`src/hdl/rpp_pkg.sv`:
```
`default_nettype none

package rpp_pkg;

	localparam int unsigned ResQDepth = 4;
	localparam int unsigned ResQAw = $clog2(ResQDepth);

	localparam logic [15:0] PacketCode = 16'd16;
	localparam logic [7:0] LevelOffset = 8'd64;
	localparam logic [2:0] HeaderWords = 3'd6;
	localparam logic [2:0] RadialWords = 3'd3;

	localparam logic [2:0] K_HEADER = 3'd0;
	localparam logic [2:0] K_RADIAL = 3'd1;
	localparam logic [2:0] K_BIN = 3'd2;
	localparam logic [2:0] K_END = 3'd3;
	localparam logic [2:0] K_NOTFOUND = 3'd4;

	typedef struct packed {
		logic [7:0] data_byte;
		logic       end_of_stream;
	} src_item_t;

	typedef struct packed {
		logic [2:0]  result_kind;
		logic [15:0] first_bin_index;
		logic [15:0] bin_size_m;
		logic [15:0] angle_tenths;
		logic [7:0]  level_half_db;
		logic        truncated;
		logic        last_of_sweep;
	} res_item_t;

	function automatic res_item_t make_res(input logic [2:0] kind, input logic [15:0] fb,
			input logic [15:0] bs, input logic [15:0] ang, input logic [7:0] lvl,
			input logic trunc, input logic last);
		res_item_t r;
		r.result_kind = kind;
		r.first_bin_index = fb;
		r.bin_size_m = bs;
		r.angle_tenths = ang;
		r.level_half_db = lvl;
		r.truncated = trunc;
		r.last_of_sweep = last;
		return r;
	endfunction

endpackage

`default_nettype wire

```
`src/hdl/rpp_core.sv`:
```
`default_nettype none

module rpp_core (
	input  logic                 clk,
	input  logic                 arst_n,
	input  logic                 src_valid,
	input  rpp_pkg::src_item_t   src_item,
	output logic                 src_stall,
	input  logic                 room,
	output logic [1:0]           push_n,
	output rpp_pkg::res_item_t   push_r0,
	output rpp_pkg::res_item_t   push_r1
);

	localparam logic [2:0] PH_SEARCH = 3'd0;
	localparam logic [2:0] PH_HEADER = 3'd1;
	localparam logic [2:0] PH_RADIAL = 3'd2;
	localparam logic [2:0] PH_BINS = 3'd3;
	localparam logic [2:0] PH_DRAIN = 3'd4;

	logic                valid_s1;
	rpp_pkg::src_item_t  item_s1;
	logic                adv;
	logic                load;

	logic [2:0]  phase_q, phase_n;
	logic [7:0]  pend_q, pend_n;
	logic        odd_q, odd_n;
	logic [2:0]  step_q, step_n;
	logic [15:0] start_bin_q, start_bin_n;
	logic [15:0] bin_size_q, bin_size_n;
	logic [15:0] angle_q, angle_n;
	logic [15:0] radials_q, radials_n;
	logic [15:0] bin_left_q, bin_left_n;

	rpp_pkg::res_item_t res [2];
	logic [1:0]         n;

	assign adv = valid_s1 & room;
	assign src_stall = valid_s1 & ~room;
	assign load = src_valid & ~src_stall;

	always_ff @(posedge clk or negedge arst_n) begin
		if (!arst_n) begin
			valid_s1 <= 1'b0;
		end else if (load) begin
			valid_s1 <= 1'b1;
		end else if (adv) begin
			valid_s1 <= 1'b0;
		end
	end

	always_ff @(posedge clk) begin
		if (load) begin
			item_s1 <= src_item;
		end
	end

	always_ff @(posedge clk or negedge arst_n) begin
		if (!arst_n) begin
			phase_q <= PH_SEARCH;
			pend_q <= '0;
			odd_q <= 1'b0;
			step_q <= '0;
			start_bin_q <= '0;
			bin_size_q <= '0;
			angle_q <= '0;
			radials_q <= '0;
			bin_left_q <= '0;
		end else if (adv) begin
			phase_q <= phase_n;
			pend_q <= pend_n;
			odd_q <= odd_n;
			step_q <= step_n;
			start_bin_q <= start_bin_n;
			bin_size_q <= bin_size_n;
			angle_q <= angle_n;
			radials_q <= radials_n;
			bin_left_q <= bin_left_n;
		end
	end

	always_comb begin
		logic [7:0]  b;
		logic [15:0] w;
		logic        eos;
		b = item_s1.data_byte;
		eos = item_s1.end_of_stream;
		w = {pend_q, b};
		phase_n = phase_q;
		pend_n = pend_q;
		odd_n = odd_q;
		step_n = step_q;
		start_bin_n = start_bin_q;
		bin_size_n = bin_size_q;
		angle_n = angle_q;
		radials_n = radials_q;
		bin_left_n = bin_left_q;
		res[0] = '0;
		res[1] = '0;
		n = 2'd0;

		case (phase_q)
			PH_SEARCH, PH_HEADER, PH_RADIAL: begin
				if (!odd_q) begin
					pend_n = b;
					odd_n = 1'b1;
				end else begin
					odd_n = 1'b0;
					case (phase_q)
						PH_SEARCH: begin
							if (w == rpp_pkg::PacketCode) begin
								phase_n = PH_HEADER;
								step_n = '0;
							end
						end
						PH_HEADER: begin
							if (step_q == 3'd0) start_bin_n = w;
							else if (step_q == 3'd4) bin_size_n = w;
							else if (step_q == 3'd5) radials_n = w;
							step_n = step_q + 3'd1;
							if (step_n >= rpp_pkg::HeaderWords) begin
								step_n = '0;
								phase_n = PH_RADIAL;
								res[n[0]] = rpp_pkg::make_res(rpp_pkg::K_HEADER, start_bin_n,
									bin_size_n, '0, '0, 1'b0, 1'b0);
								n = n + 2'd1;
								if (radials_n == '0) begin
									phase_n = PH_DRAIN;
									res[n[0]] = rpp_pkg::make_res(rpp_pkg::K_END, '0, '0, '0,
										'0, 1'b0, 1'b1);
									n = n + 2'd1;
								end
							end
						end
						default: begin
							if (step_q == 3'd0) bin_left_n = w;
							else if (step_q == 3'd1) angle_n = w;
							step_n = step_q + 3'd1;
							if (step_n >= rpp_pkg::RadialWords) begin
								step_n = '0;
								res[n[0]] = rpp_pkg::make_res(rpp_pkg::K_RADIAL, '0, '0,
									angle_n, '0, 1'b0, 1'b0);
								n = n + 2'd1;
								if (bin_left_n == '0) begin
									radials_n = radials_q - 16'd1;
									if (radials_n == '0) begin
										phase_n = PH_DRAIN;
										res[n[0]] = rpp_pkg::make_res(rpp_pkg::K_END, '0, '0,
											'0, '0, 1'b0, 1'b1);
										n = n + 2'd1;
									end else begin
										phase_n = PH_RADIAL;
									end
								end else begin
									phase_n = PH_BINS;
								end
							end
						end
					endcase
				end
			end
			PH_BINS: begin
				if (b >= rpp_pkg::LevelOffset) begin
					res[n[0]] = rpp_pkg::make_res(rpp_pkg::K_BIN, '0, '0, '0,
						b - rpp_pkg::LevelOffset, 1'b0, 1'b0);
					n = n + 2'd1;
				end
				bin_left_n = bin_left_q - 16'd1;
				if (bin_left_n == '0) begin
					radials_n = radials_q - 16'd1;
					if (radials_n == '0) begin
						phase_n = PH_DRAIN;
						res[n[0]] = rpp_pkg::make_res(rpp_pkg::K_END, '0, '0, '0, '0,
							1'b0, 1'b1);
						n = n + 2'd1;
					end else begin
						phase_n = PH_RADIAL;
						step_n = '0;
						odd_n = 1'b0;
					end
				end
			end
			default: begin
			end
		endcase

		if (eos) begin
			if (phase_n == PH_SEARCH || phase_n == PH_HEADER) begin
				res[n[0]] = rpp_pkg::make_res(rpp_pkg::K_NOTFOUND, '0, '0, '0, '0,
					1'b0, 1'b1);
				n = n + 2'd1;
			end else if (phase_n == PH_RADIAL || phase_n == PH_BINS) begin
				res[n[0]] = rpp_pkg::make_res(rpp_pkg::K_END, '0, '0, '0, '0,
					1'b1, 1'b1);
				n = n + 2'd1;
			end
			phase_n = PH_SEARCH;
			odd_n = 1'b0;
			step_n = '0;
		end
	end

	assign push_n = adv ? n : 2'd0;
	assign push_r0 = res[0];
	assign push_r1 = res[1];

endmodule

`default_nettype wire

```
`src/hdl/rpp_res_fifo.sv`:
```
`default_nettype none

module rpp_res_fifo (
	input  logic               clk,
	input  logic               arst_n,
	input  logic [1:0]         push_n,
	input  rpp_pkg::res_item_t push_r0,
	input  rpp_pkg::res_item_t push_r1,
	output logic               room,
	output logic               res_valid,
	input  logic               res_stall,
	output rpp_pkg::res_item_t res_item
);

	localparam int unsigned Aw = rpp_pkg::ResQAw;
	localparam logic [Aw:0] RoomLimit = (Aw + 1)'(rpp_pkg::ResQDepth - 2);

	rpp_pkg::res_item_t mem_q [rpp_pkg::ResQDepth];
	logic [Aw-1:0]      wr_q;
	logic [Aw-1:0]      rd_q;
	logic [Aw:0]        count_q;
	logic               pop;

	assign pop = res_valid & ~res_stall;
	assign res_valid = (count_q != '0);
	assign room = (count_q <= RoomLimit);
	assign res_item = mem_q[rd_q];

	always_ff @(posedge clk or negedge arst_n) begin
		if (!arst_n) begin
			wr_q <= '0;
			rd_q <= '0;
			count_q <= '0;
		end else begin
			wr_q <= wr_q + Aw'(push_n);
			if (pop) begin
				rd_q <= rd_q + Aw'(1);
			end
			count_q <= count_q + (Aw + 1)'(push_n) - (Aw + 1)'(pop);
		end
	end

	always_ff @(posedge clk) begin
		if (push_n != 2'd0) begin
			mem_q[wr_q] <= push_r0;
		end
		if (push_n == 2'd2) begin
			mem_q[wr_q + Aw'(1)] <= push_r1;
		end
	end

endmodule

`default_nettype wire

```
`src/hdl/radial_packet_parser_unit.sv`:
```
// radial_packet_parser_unit
// source channel: src_valid / src_stall / src_item carry one stream byte per item
// with its end-of-stream mark; an item is taken on an edge with valid high and
// stall low
// result channel: res_valid / res_stall / res_item carry sweep headers, radial
// starts, bin values, sweep ends and packet-not-found results in stream order
// a taken byte waits in the input register, is decoded combinationally, and its
// results are written into the result queue, from which res_item is read
// throughput: one byte per cycle while the queue has room; a byte gives zero, one
// or two results, and the four-entry result queue drains one per cycle while
// res_stall is low; src_stall rises only when a byte waits in the input register
// and the queue has fewer than two free entries, so a byte giving two results
// can stall the source even while the receiver keeps up
// res_stall holds the head result and its valid; the queue fills and then
// backpressures the source
// reset (arst_n low) empties the queue and input register and returns the
// parser to the packet code search with halfword pairing cleared
`default_nettype none

module radial_packet_parser_unit (
	input  logic               clk,
	input  logic               arst_n,
	input  logic               src_valid,
	output logic               src_stall,
	input  rpp_pkg::src_item_t src_item,
	output logic               res_valid,
	input  logic               res_stall,
	output rpp_pkg::res_item_t res_item
);

	logic               room;
	logic [1:0]         push_n;
	rpp_pkg::res_item_t push_r0;
	rpp_pkg::res_item_t push_r1;

	rpp_core u_core (
		.clk       (clk),
		.arst_n    (arst_n),
		.src_valid (src_valid),
		.src_item  (src_item),
		.src_stall (src_stall),
		.room      (room),
		.push_n    (push_n),
		.push_r0   (push_r0),
		.push_r1   (push_r1)
	);

	rpp_res_fifo u_fifo (
		.clk       (clk),
		.arst_n    (arst_n),
		.push_n    (push_n),
		.push_r0   (push_r0),
		.push_r1   (push_r1),
		.room      (room),
		.res_valid (res_valid),
		.res_stall (res_stall),
		.res_item  (res_item)
	);

endmodule

`default_nettype wire

```
`config.mk`:
```
export PLATFORM = sky130hd
export DESIGN_NAME = radial_packet_parser_unit
export DESIGN_NICKNAME = d
export VERILOG_FILES = /design/src/hdl/rpp_pkg.sv /design/src/hdl/rpp_core.sv /design/src/hdl/rpp_res_fifo.sv /design/src/hdl/radial_packet_parser_unit.sv
export SDC_FILE = /design/constraint.sdc
export NUM_CORES = 1
export LEC_CHECK = 0
export ABC_AREA = 1
export BUFFER_PORTS_ARGS = -buffer_cell sky130_fd_sc_hd__buf_2
export CAP_MARGIN = 10
export CORE_UTILIZATION = 45
export CTS_BUF_LIST = sky130_fd_sc_hd__clkbuf_4 sky130_fd_sc_hd__clkbuf_8 sky130_fd_sc_hd__clkbuf_16
export DETAILED_ROUTE_END_ITERATION = 10
export PLACE_DENSITY = 0.58
export SLEW_MARGIN = 10
export SYNTH_ARGS = -nofsm -noshare
export SYNTH_HDL_FRONTEND = slang
export SYNTH_SLANG_ARGS = --single-unit
```
`constraint.sdc`:
```
create_clock -name clk -period 13.6 [get_ports clk]
set_input_delay 0.68 -clock clk [delete_from_list [all_inputs] [get_ports clk]]
set_output_delay 0.68 -clock clk [all_outputs]
set_load 0.005 [all_outputs]
```
==> results of run 1 <==
-- layout by cell type (no fill, tap or decap), drive strengths merged, types with 23 or more instances in the layout --
cell type  netlist  final
nand2          527    527
clkinv           2     23
edfxtp         253    253
nor2           332    332
nand3           50     50
dfrtp          103    103
o21ai          256    256
o22ai           69     69
a21oi           57     57
buf             32     92
clkbuf          71     50
inv            370    369
-- through the flow --
| stage | hold WS (ns) | power [uW] | utilization, % |
|---|---|---|---|
| 2_1_floorplan | 0.384 | 2210 | - |
| 3_3_place_gp | 0.467 | 2680 | 47.2 |
| 3_5_place_dp | 0.477 | 2690 | 47.2 |
| 4_1_cts | 0.148 | 3760 | 50.4 |
| 5_1_grt | 0.184 | 3940 | 50.4 |
| 6_report | 0.131 | 3730 | 50.4 |
-- final cells by class --
cell class	count	area share [%]
clock buffers	50	5.40
well taps	532	3.24
clock inverters	24	0.918
flip-flops and latches	356	49.5
inverters	372	6.79
repair buffers	92	2.46
multi-input cells	1396	31.7
-- cells by family after synthesis --
kind of cell	after synthesis	synth area share (%)
AND/OR/NAND/NOR	949	20.6
buffers and inverters	475	10.5
AO/OA/AOI/OAI	404	11.7
flip-flops	356	54.6
adder cells (fa/ha/maj)	20	1.38
multiplexers	14	0.752
XOR/XNOR	9	0.423
-- power by group through the flow --
stage                     Clock [uW]  Sequential (uW)  Combinational [uW]
after floorplan                    0             1450                 752
after global placement             0             1520                1150
after detailed placement           0             1530                1170
after CTS                       1090             1500                1170
after global routing            1120             1520                1290
final                           1070             1500                1150
-- metal layers --
| metal | part of all wire (%) | track usage [%] |
|---|---|---|
| met1 | 46 | 34.4 |
| met3 | 5.4 | 3.90 |
| met2 | 47 | 39.3 |
| met4 | 1.8 | 5.85 |
| met5 | 0 | 0 |
-- state kept, by name, summed over array words and instances, names as in the netlist --
name and flops:
u_core.angle_q 16, u_core.bin_left_q 16, u_core.bin_size_q 16, u_core.item_s1 9
u_core.odd_q 1, u_core.pend_q 8, u_core.phase_q 3, u_core.radials_q 16
u_core.start_bin_q 16, u_core.step_q 3, u_core.valid_s1 1, u_fifo.count_q 3
u_fifo.mem_q 244, u_fifo.rd_q 2, u_fifo.wr_q 2
-- worst max-delay path, delay by kind of cell, from the launching register on --
family	cells	cell delay, ns
simple gates	11	2.94
flops	1	0.43
fa+ha+maj	1	0.28
compound gates	1	0.06
buf+inv	8	2.00
-- worst paths after layout --
| kind | slack [ns] | startpoint | to |
|---|---|---|---|
| worst max register to register | 7.48 | u_core.phase_q[1] | u_fifo.mem_q[2][23] |
| worst max-delay path | 7.48 | u_core.phase_q[1] | u_fifo.mem_q[2][23] |
| worst min register to register | 0.49 | u_core.angle_q[0] | u_core.angle_q[0] |
| worst min-delay path | 0.13 | arst_n | u_core.radials_q[13] |
| min in group clk | 0.30 | src_item[4] | u_core.item_s1[4] |
| max in group asynchronous | 12.18 | arst_n | u_fifo.rd_q[0] |
==> results by group, run 1 <==
Global route
  • Vias in the first global route: 14100
  • Initial antenna violation count: 0
  • Largest net degree at the start of global routing: between 70 and 80
  • Remaining Overflow, GRT: 0
  • First-pass GRT wire length: 79300 um
  • Total GRT Usage: 24.4%

Die
  • Die ar.: about 42000 um^2
  • Rows: 74
  • Die W: 205 um
  • Die Y: 205 um
  • I/O pin count: 76
  • Core ar.: around 41000 um^2
  • Initial Utilization: 45.6%

Clock network
  • CTS H-tree lvls: 2
  • CTS tree: built
  • Clock slew at reported path FFs: 0.06 ns
  • # resized after CTS: 0
  • Cts hold-fix bufs: 0
  • CTS root buffer: clkbuf_16
  • Setup Buffers After CTS: 0
  • Clock Latency Late Sink: ~0.58 ns
  • Clk buf depth: 3
  • CTS sink cnt: 356
  • Num CTS Buffers: 41

Cells and area
  • Layout cell share with drive strength beyond 1: 8.34%
  • Design Area, Final: 20600 um^2
  • Multi-input logic area: around 6500 um^2
  • Final cell count without fillers: 2822
  • Fin nets: between 2000 and 2500
  • Ant. Diodes: 0
  • Fillers: 3831
  • Storage element area: 10200 um^2
  • Area Growth Syn to Fin: 10.4%

Synth
  • Synth top area share: 40.8%
  • Synth top cells by count: nand2_1 (524), inv_1 (367), nor2_1 (324), edfxtp_1 (253), o21ai_0 (240)
  • Synthesized area per cell: 8.37 um^2
  • Most frequently used flop master after synthesis: edfxtp_1
  • Fraction of registers with async set/reset: 28.9%
  • Yosys warning count: 0
  • Post-synthesis sequential area ratio: 54.6%
  • Yosys reg bits: 356
  • Synth unique cells: 41
  • Synth Instances: 2227
  • EDFF count, synth: around 250
  • Most common cell in the netlist: nand2_1
  • Syn Nets: 2260
  • Synth area leaders: edfxtp_1 (41%), dfrtp_1 (14%), nand2_1 (11%)
  • Mapped cell area: 18600 um^2
  • Synth area leader: edfxtp_1

STA
  • Setup-failing EPs final: 0
  • Setup TNS: 0 ns
  • Fin Clk Skew: 0.0234 ns
  • Worst setup margin: 7.48 ns
  • RSZ-0062 raised after global routing: no
  • Min Clock Period, post-route: 6.12 ns
  • Final hold vios: 0
  • Rel. slew slack: 21.6%
  • Worst-margin pin slew: 1.17 ns
  • FMAX: 163 MHz
  • Final slew viol count: 0
  • Fin crit share: ~45%

Placed design
  • Detailed placer's ending HPWL: 31700 um
  • Port Buf Inserts: 75
  • Pre-CTS setup slack: around 7.4 ns
  • Dpl cells: 2748
  • Gpl congestion: 0.893
  • Placed Area: 19300 um^2

Worst setup path
  • Crit-path max FO: 61
  • R2R depth: 21
  • CP most frequent cell: inv_1
  • Cell breakdown of the critical path: nor2_1, inv_1, nor2_2, buf_4, inv_1, nor2_1, inv_1, nor2_1, inv_1, nor2_1, a21oi_2, nand2_2, inv_1, ha_1, inv_1, nand4_1, nand2_2, nor2_8, nand3_4, nand2_2, buf_4
  • WP data required: ~14 ns
  • Critical path's slowest cell: nand2_2
  • WP data arrival: 6.32 ns
  • CP startpoint kind: flip-flop
  • Worst path max stage delay: around 0.69 ns
  • Critical Path End Type: flip-flop
  • Worst Setup Path Type: reg2reg

Detailed routing
  • DR pass1 iterations: 5
  • DRC viols: 0
  • Drt initial violations: 1206
  • Post-Route WL: 50300 um
  • Avg WL per Cell: 17.8 um
  • ANT nets after route: 0
  • Vias/cell: 5.19
  • Vias: 14700

Job
  • Max-cap violations: 0

Power and ir drop
  • LEAKAGE: 0.00998 uW
  • Gate power share: 31.0%
  • Switch share: 37.0%
  • Int Pwr: 2350 uW
  • Switching Power: between 1000 and 1500 uW
  • VDD IR max: 118 uV
  • Power density over the cells: ~180 nW/um^2
  • Seq pwr share: 40.4%
  • Clock network power share: between 20% and 30%

Worst hold path
  • Min-delay worst type: in2async

Status
  • Outcome: completed
No activity file was read; power rests on OpenSTA's default activity.
==> run 2, diff against run 1 <==
Clock period 13.6 ns to 6 ns, I/O delays scaled along.
==> results by group, run 2 (synthesis gave the netlist of run 1 again) <==
STA
  • Setup TNS: 0 ns (unchanged)
  • Final hold vios: 0 (unchanged)
  • Rel. slew slack: 22.7% (+1.1 points)
  • Setup-failing EPs final: 0 (unchanged)
  • Final slew viol count: 0 (unchanged)
  • Fin crit share: 87.6% (+43 points)
  • Min Clock Period, post-route: 5.26 ns (-0.862 ns)
  • FMAX: 190 MHz (+16%)
  • Worst-margin pin slew: 1.16 ns (-0.0180 ns)
  • RSZ-0062 raised after global routing: no
  • Fin Clk Skew: 0.0203 ns (-0.00306 ns)

Die
  • I/O pin count: 76 (unchanged)
  • Initial Utilization: 45.6% (unchanged)
  • Rows: 74 (unchanged)
  • Core ar.: 40800 um^2 (unchanged)
  • Die ar.: 42200 um^2 (unchanged)
  • Die Y: 205 um (unchanged)
  • Die W: 205 um (unchanged)

Status
  • Outcome: completed

Cells and area
  • Max reg flops: 244 (unchanged)
  • Fin nets: 2310 (+0.79%)
  • Area Growth Syn to Fin: 11.9%
  • Largest Register: u_fifo.mem_q
  • Most common cell after layout, fill and taps aside: nand2_1
  • Layout cell share with drive strength beyond 1: 8.68% (+0.34 points)
  • Most frequent cells in the layout: nand2_1 (520), inv_1 (365), nor2_1 (324)
  • Fillers: 3773 (-1.5%)
  • Final cell count without fillers: 2837 (+0.53%)
  • Ant. Diodes: 0 (unchanged)

Detailed routing
  • Drt initial violations: 1309 (+8.5%)
  • Avg WL per Cell: 17.9 um (+0.56%)
  • ANT nets after route: 0 (unchanged)
  • Vias: 14700 (+0.47%)
  • DRC viols: 0 (unchanged)
  • DR pass1 iterations: 6 (+1)
  • Vias/cell: 5.19 (about the same)
  • Post-Route WL: 50900 um (+1.1%)

Worst setup path
  • Crit-path max FO: 24 (-61%)
  • Worst Setup Path Type: reg2reg
  • Setup crit start: u_core.step_q[0]
  • CP startpoint kind: flip-flop
  • Critical Path End Type: flip-flop
  • Reg2reg end: u_fifo.mem_q[2][15]
  • WP data arrival: 5.51 ns (-0.81 ns)
  • WP data required: 6.25 ns (-7.55 ns)
  • End of the critical path: u_fifo.mem_q[2][15]
  • Worst R2R Setup Slack: 0.74 ns (-6.74 ns)
  • Launching point of the worst reg2reg path: u_core.step_q[0]
  • R2R depth: 23 (+9.5%)

Power and ir drop
  • Seq pwr share: 39.3% (-1.1 points)
  • Power density over the cells: 412 nW/um^2 (+130%)
  • Switch share: 36.6% (-0.45 points)
  • Gate power share: 31.7% (+0.7 points)
  • LEAKAGE: 0.0101 uW (+1.1%)
  • Switching Power: 3140 uW (+130%)
  • Int Pwr: 5460 uW (+130%)
  • VDD IR max: 194 uV (+64%)
  • Clock network power share: 29.0% (+0.4 points)

Placed design
  • Gpl congestion: 0.974 (+9.1%)
  • Detailed placer's ending HPWL: 32300 um (+1.9%)
  • Dpl cells: 2756 (+0.29%)
  • Port Buf Inserts: 75 (unchanged)

Global route
  • Largest net degree at the start of global routing: 103 (+34%)
  • Remaining Overflow, GRT: 0 (unchanged)
  • Total GRT Usage: 24.7% (+0.29 points)
  • First-pass GRT wire length: 79600 um (+0.36%)
  • Initial antenna violation count: 0 (unchanged)
  • Vias in the first global route: 13900 (-1.2%)

Clock network
  • Clk buf depth: 3 (unchanged)
  • Clock Latency Late Sink: 0.56 ns (-0.02 ns)
  • CTS sink cnt: 356 (unchanged)
  • Clock slew at reported path FFs: 0.06 ns (about the same)
  • CTS H-tree lvls: 2 (unchanged)
  • CTS tree: built
  • CTS root buffer: clkbuf_16
  • Setup Buffers After CTS: 0 (unchanged)
  • Num CTS Buffers: 40 (-2.4%)

Worst hold path
  • Min-delay worst type: in2reg

Job
  • Max-cap violations: 0 (unchanged)
-- run 2: repair_timing --
item | CTS | global route
gates resized for setup | 0 | 0
hold endpoints to repair | 65 | 0
hold buffers | 11 | 0
endpoints found under the setup margin | 0 | 0
-- run 2: cell type report --
class	count	area [um^2]	share of cell area, %
clock buffer	49	1080	5.19
clock inverter	21	245	1.18
inverter	372	1400	6.70
multi-input combinational	1396	6530	31.3
sequential	356	10200	48.8
tap	532	666	3.19
timing repair buffer	111	751	3.60
-- run 2: how the worst min path moves through the flow --
stage / start / slack (ns) / end / cells after the start
final: res_stall / 0.09 / u_fifo.rd_q[1] / 4
after CTS: res_stall / 0.08 / u_fifo.rd_q[1] / 4
after global placement: arst_n / 0.41 / u_core.radials_q[8] / 1
after floorplan: arst_n / 0.004 / u_core.angle_q[0] / 0
after detailed placement: arst_n / 0.41 / u_core.radials_q[8] / 1
after global routing: res_stall / 0.11 / u_fifo.rd_q[1] / 4
-- run 2: critical path: stages, from the launching register on --
cell and delay (ns):
dfrtp_1 0.40, inv_1 0.15, ha_1 0.24, inv_2 0.07, nor2_2 0.67, buf_4 0.33
nand2_1 0.11, nand2_1 0.10, nor2_1 0.05, nand2_1 0.10, nor2_1 0.07, and2_1 0.19
nand4_1 0.10, nand2_1 0.10, a21oi_1 0.35, inv_1 0.07, nor2_1 0.22, ha_1 0.28
nand3_1 0.12, nand2_4 0.17, nand2_1 0.17, nand2_1 0.09, nand2_2 0.52, buf_12 0.27
-- run 2: metrics by stage --
step                      worst slack [ns]  utilization [%]  cell area, um^2  power [uW]  hold WS, ns
final                                0.741             51.1            20800        8600       0.0920
after CTS                            0.769             51.1            20800        8680       0.0831
after global placement                1.06             47.5            19400        6130        0.408
after floorplan                       1.30                -            18600        5000      0.00441
after detailed placement             0.749             47.5            19400        6170        0.411
after global routing                 0.335             51.1            20800        9080        0.112
-- run 2: layer usage --
metal / GRT usage [%] / share of wire [%] / wire length, um
met5: 0 / 0 / 0
met4: 5.69 / 1.8 / 939
met3: 3.93 / 5.8 / 2950
met2: 40.3 / 47 / 23800
met1: 34.5 / 46 / 23200
-- run 2: power groups by stage --
stage	Clock (uW)	Sequential (uW)	Combinational, uW
floorplan	0	3300	1700
global placement	0	3420	2710
detailed placement	0	3430	2740
CTS	2540	3380	2760
global route	2640	3420	3020
finish	2500	3380	2720
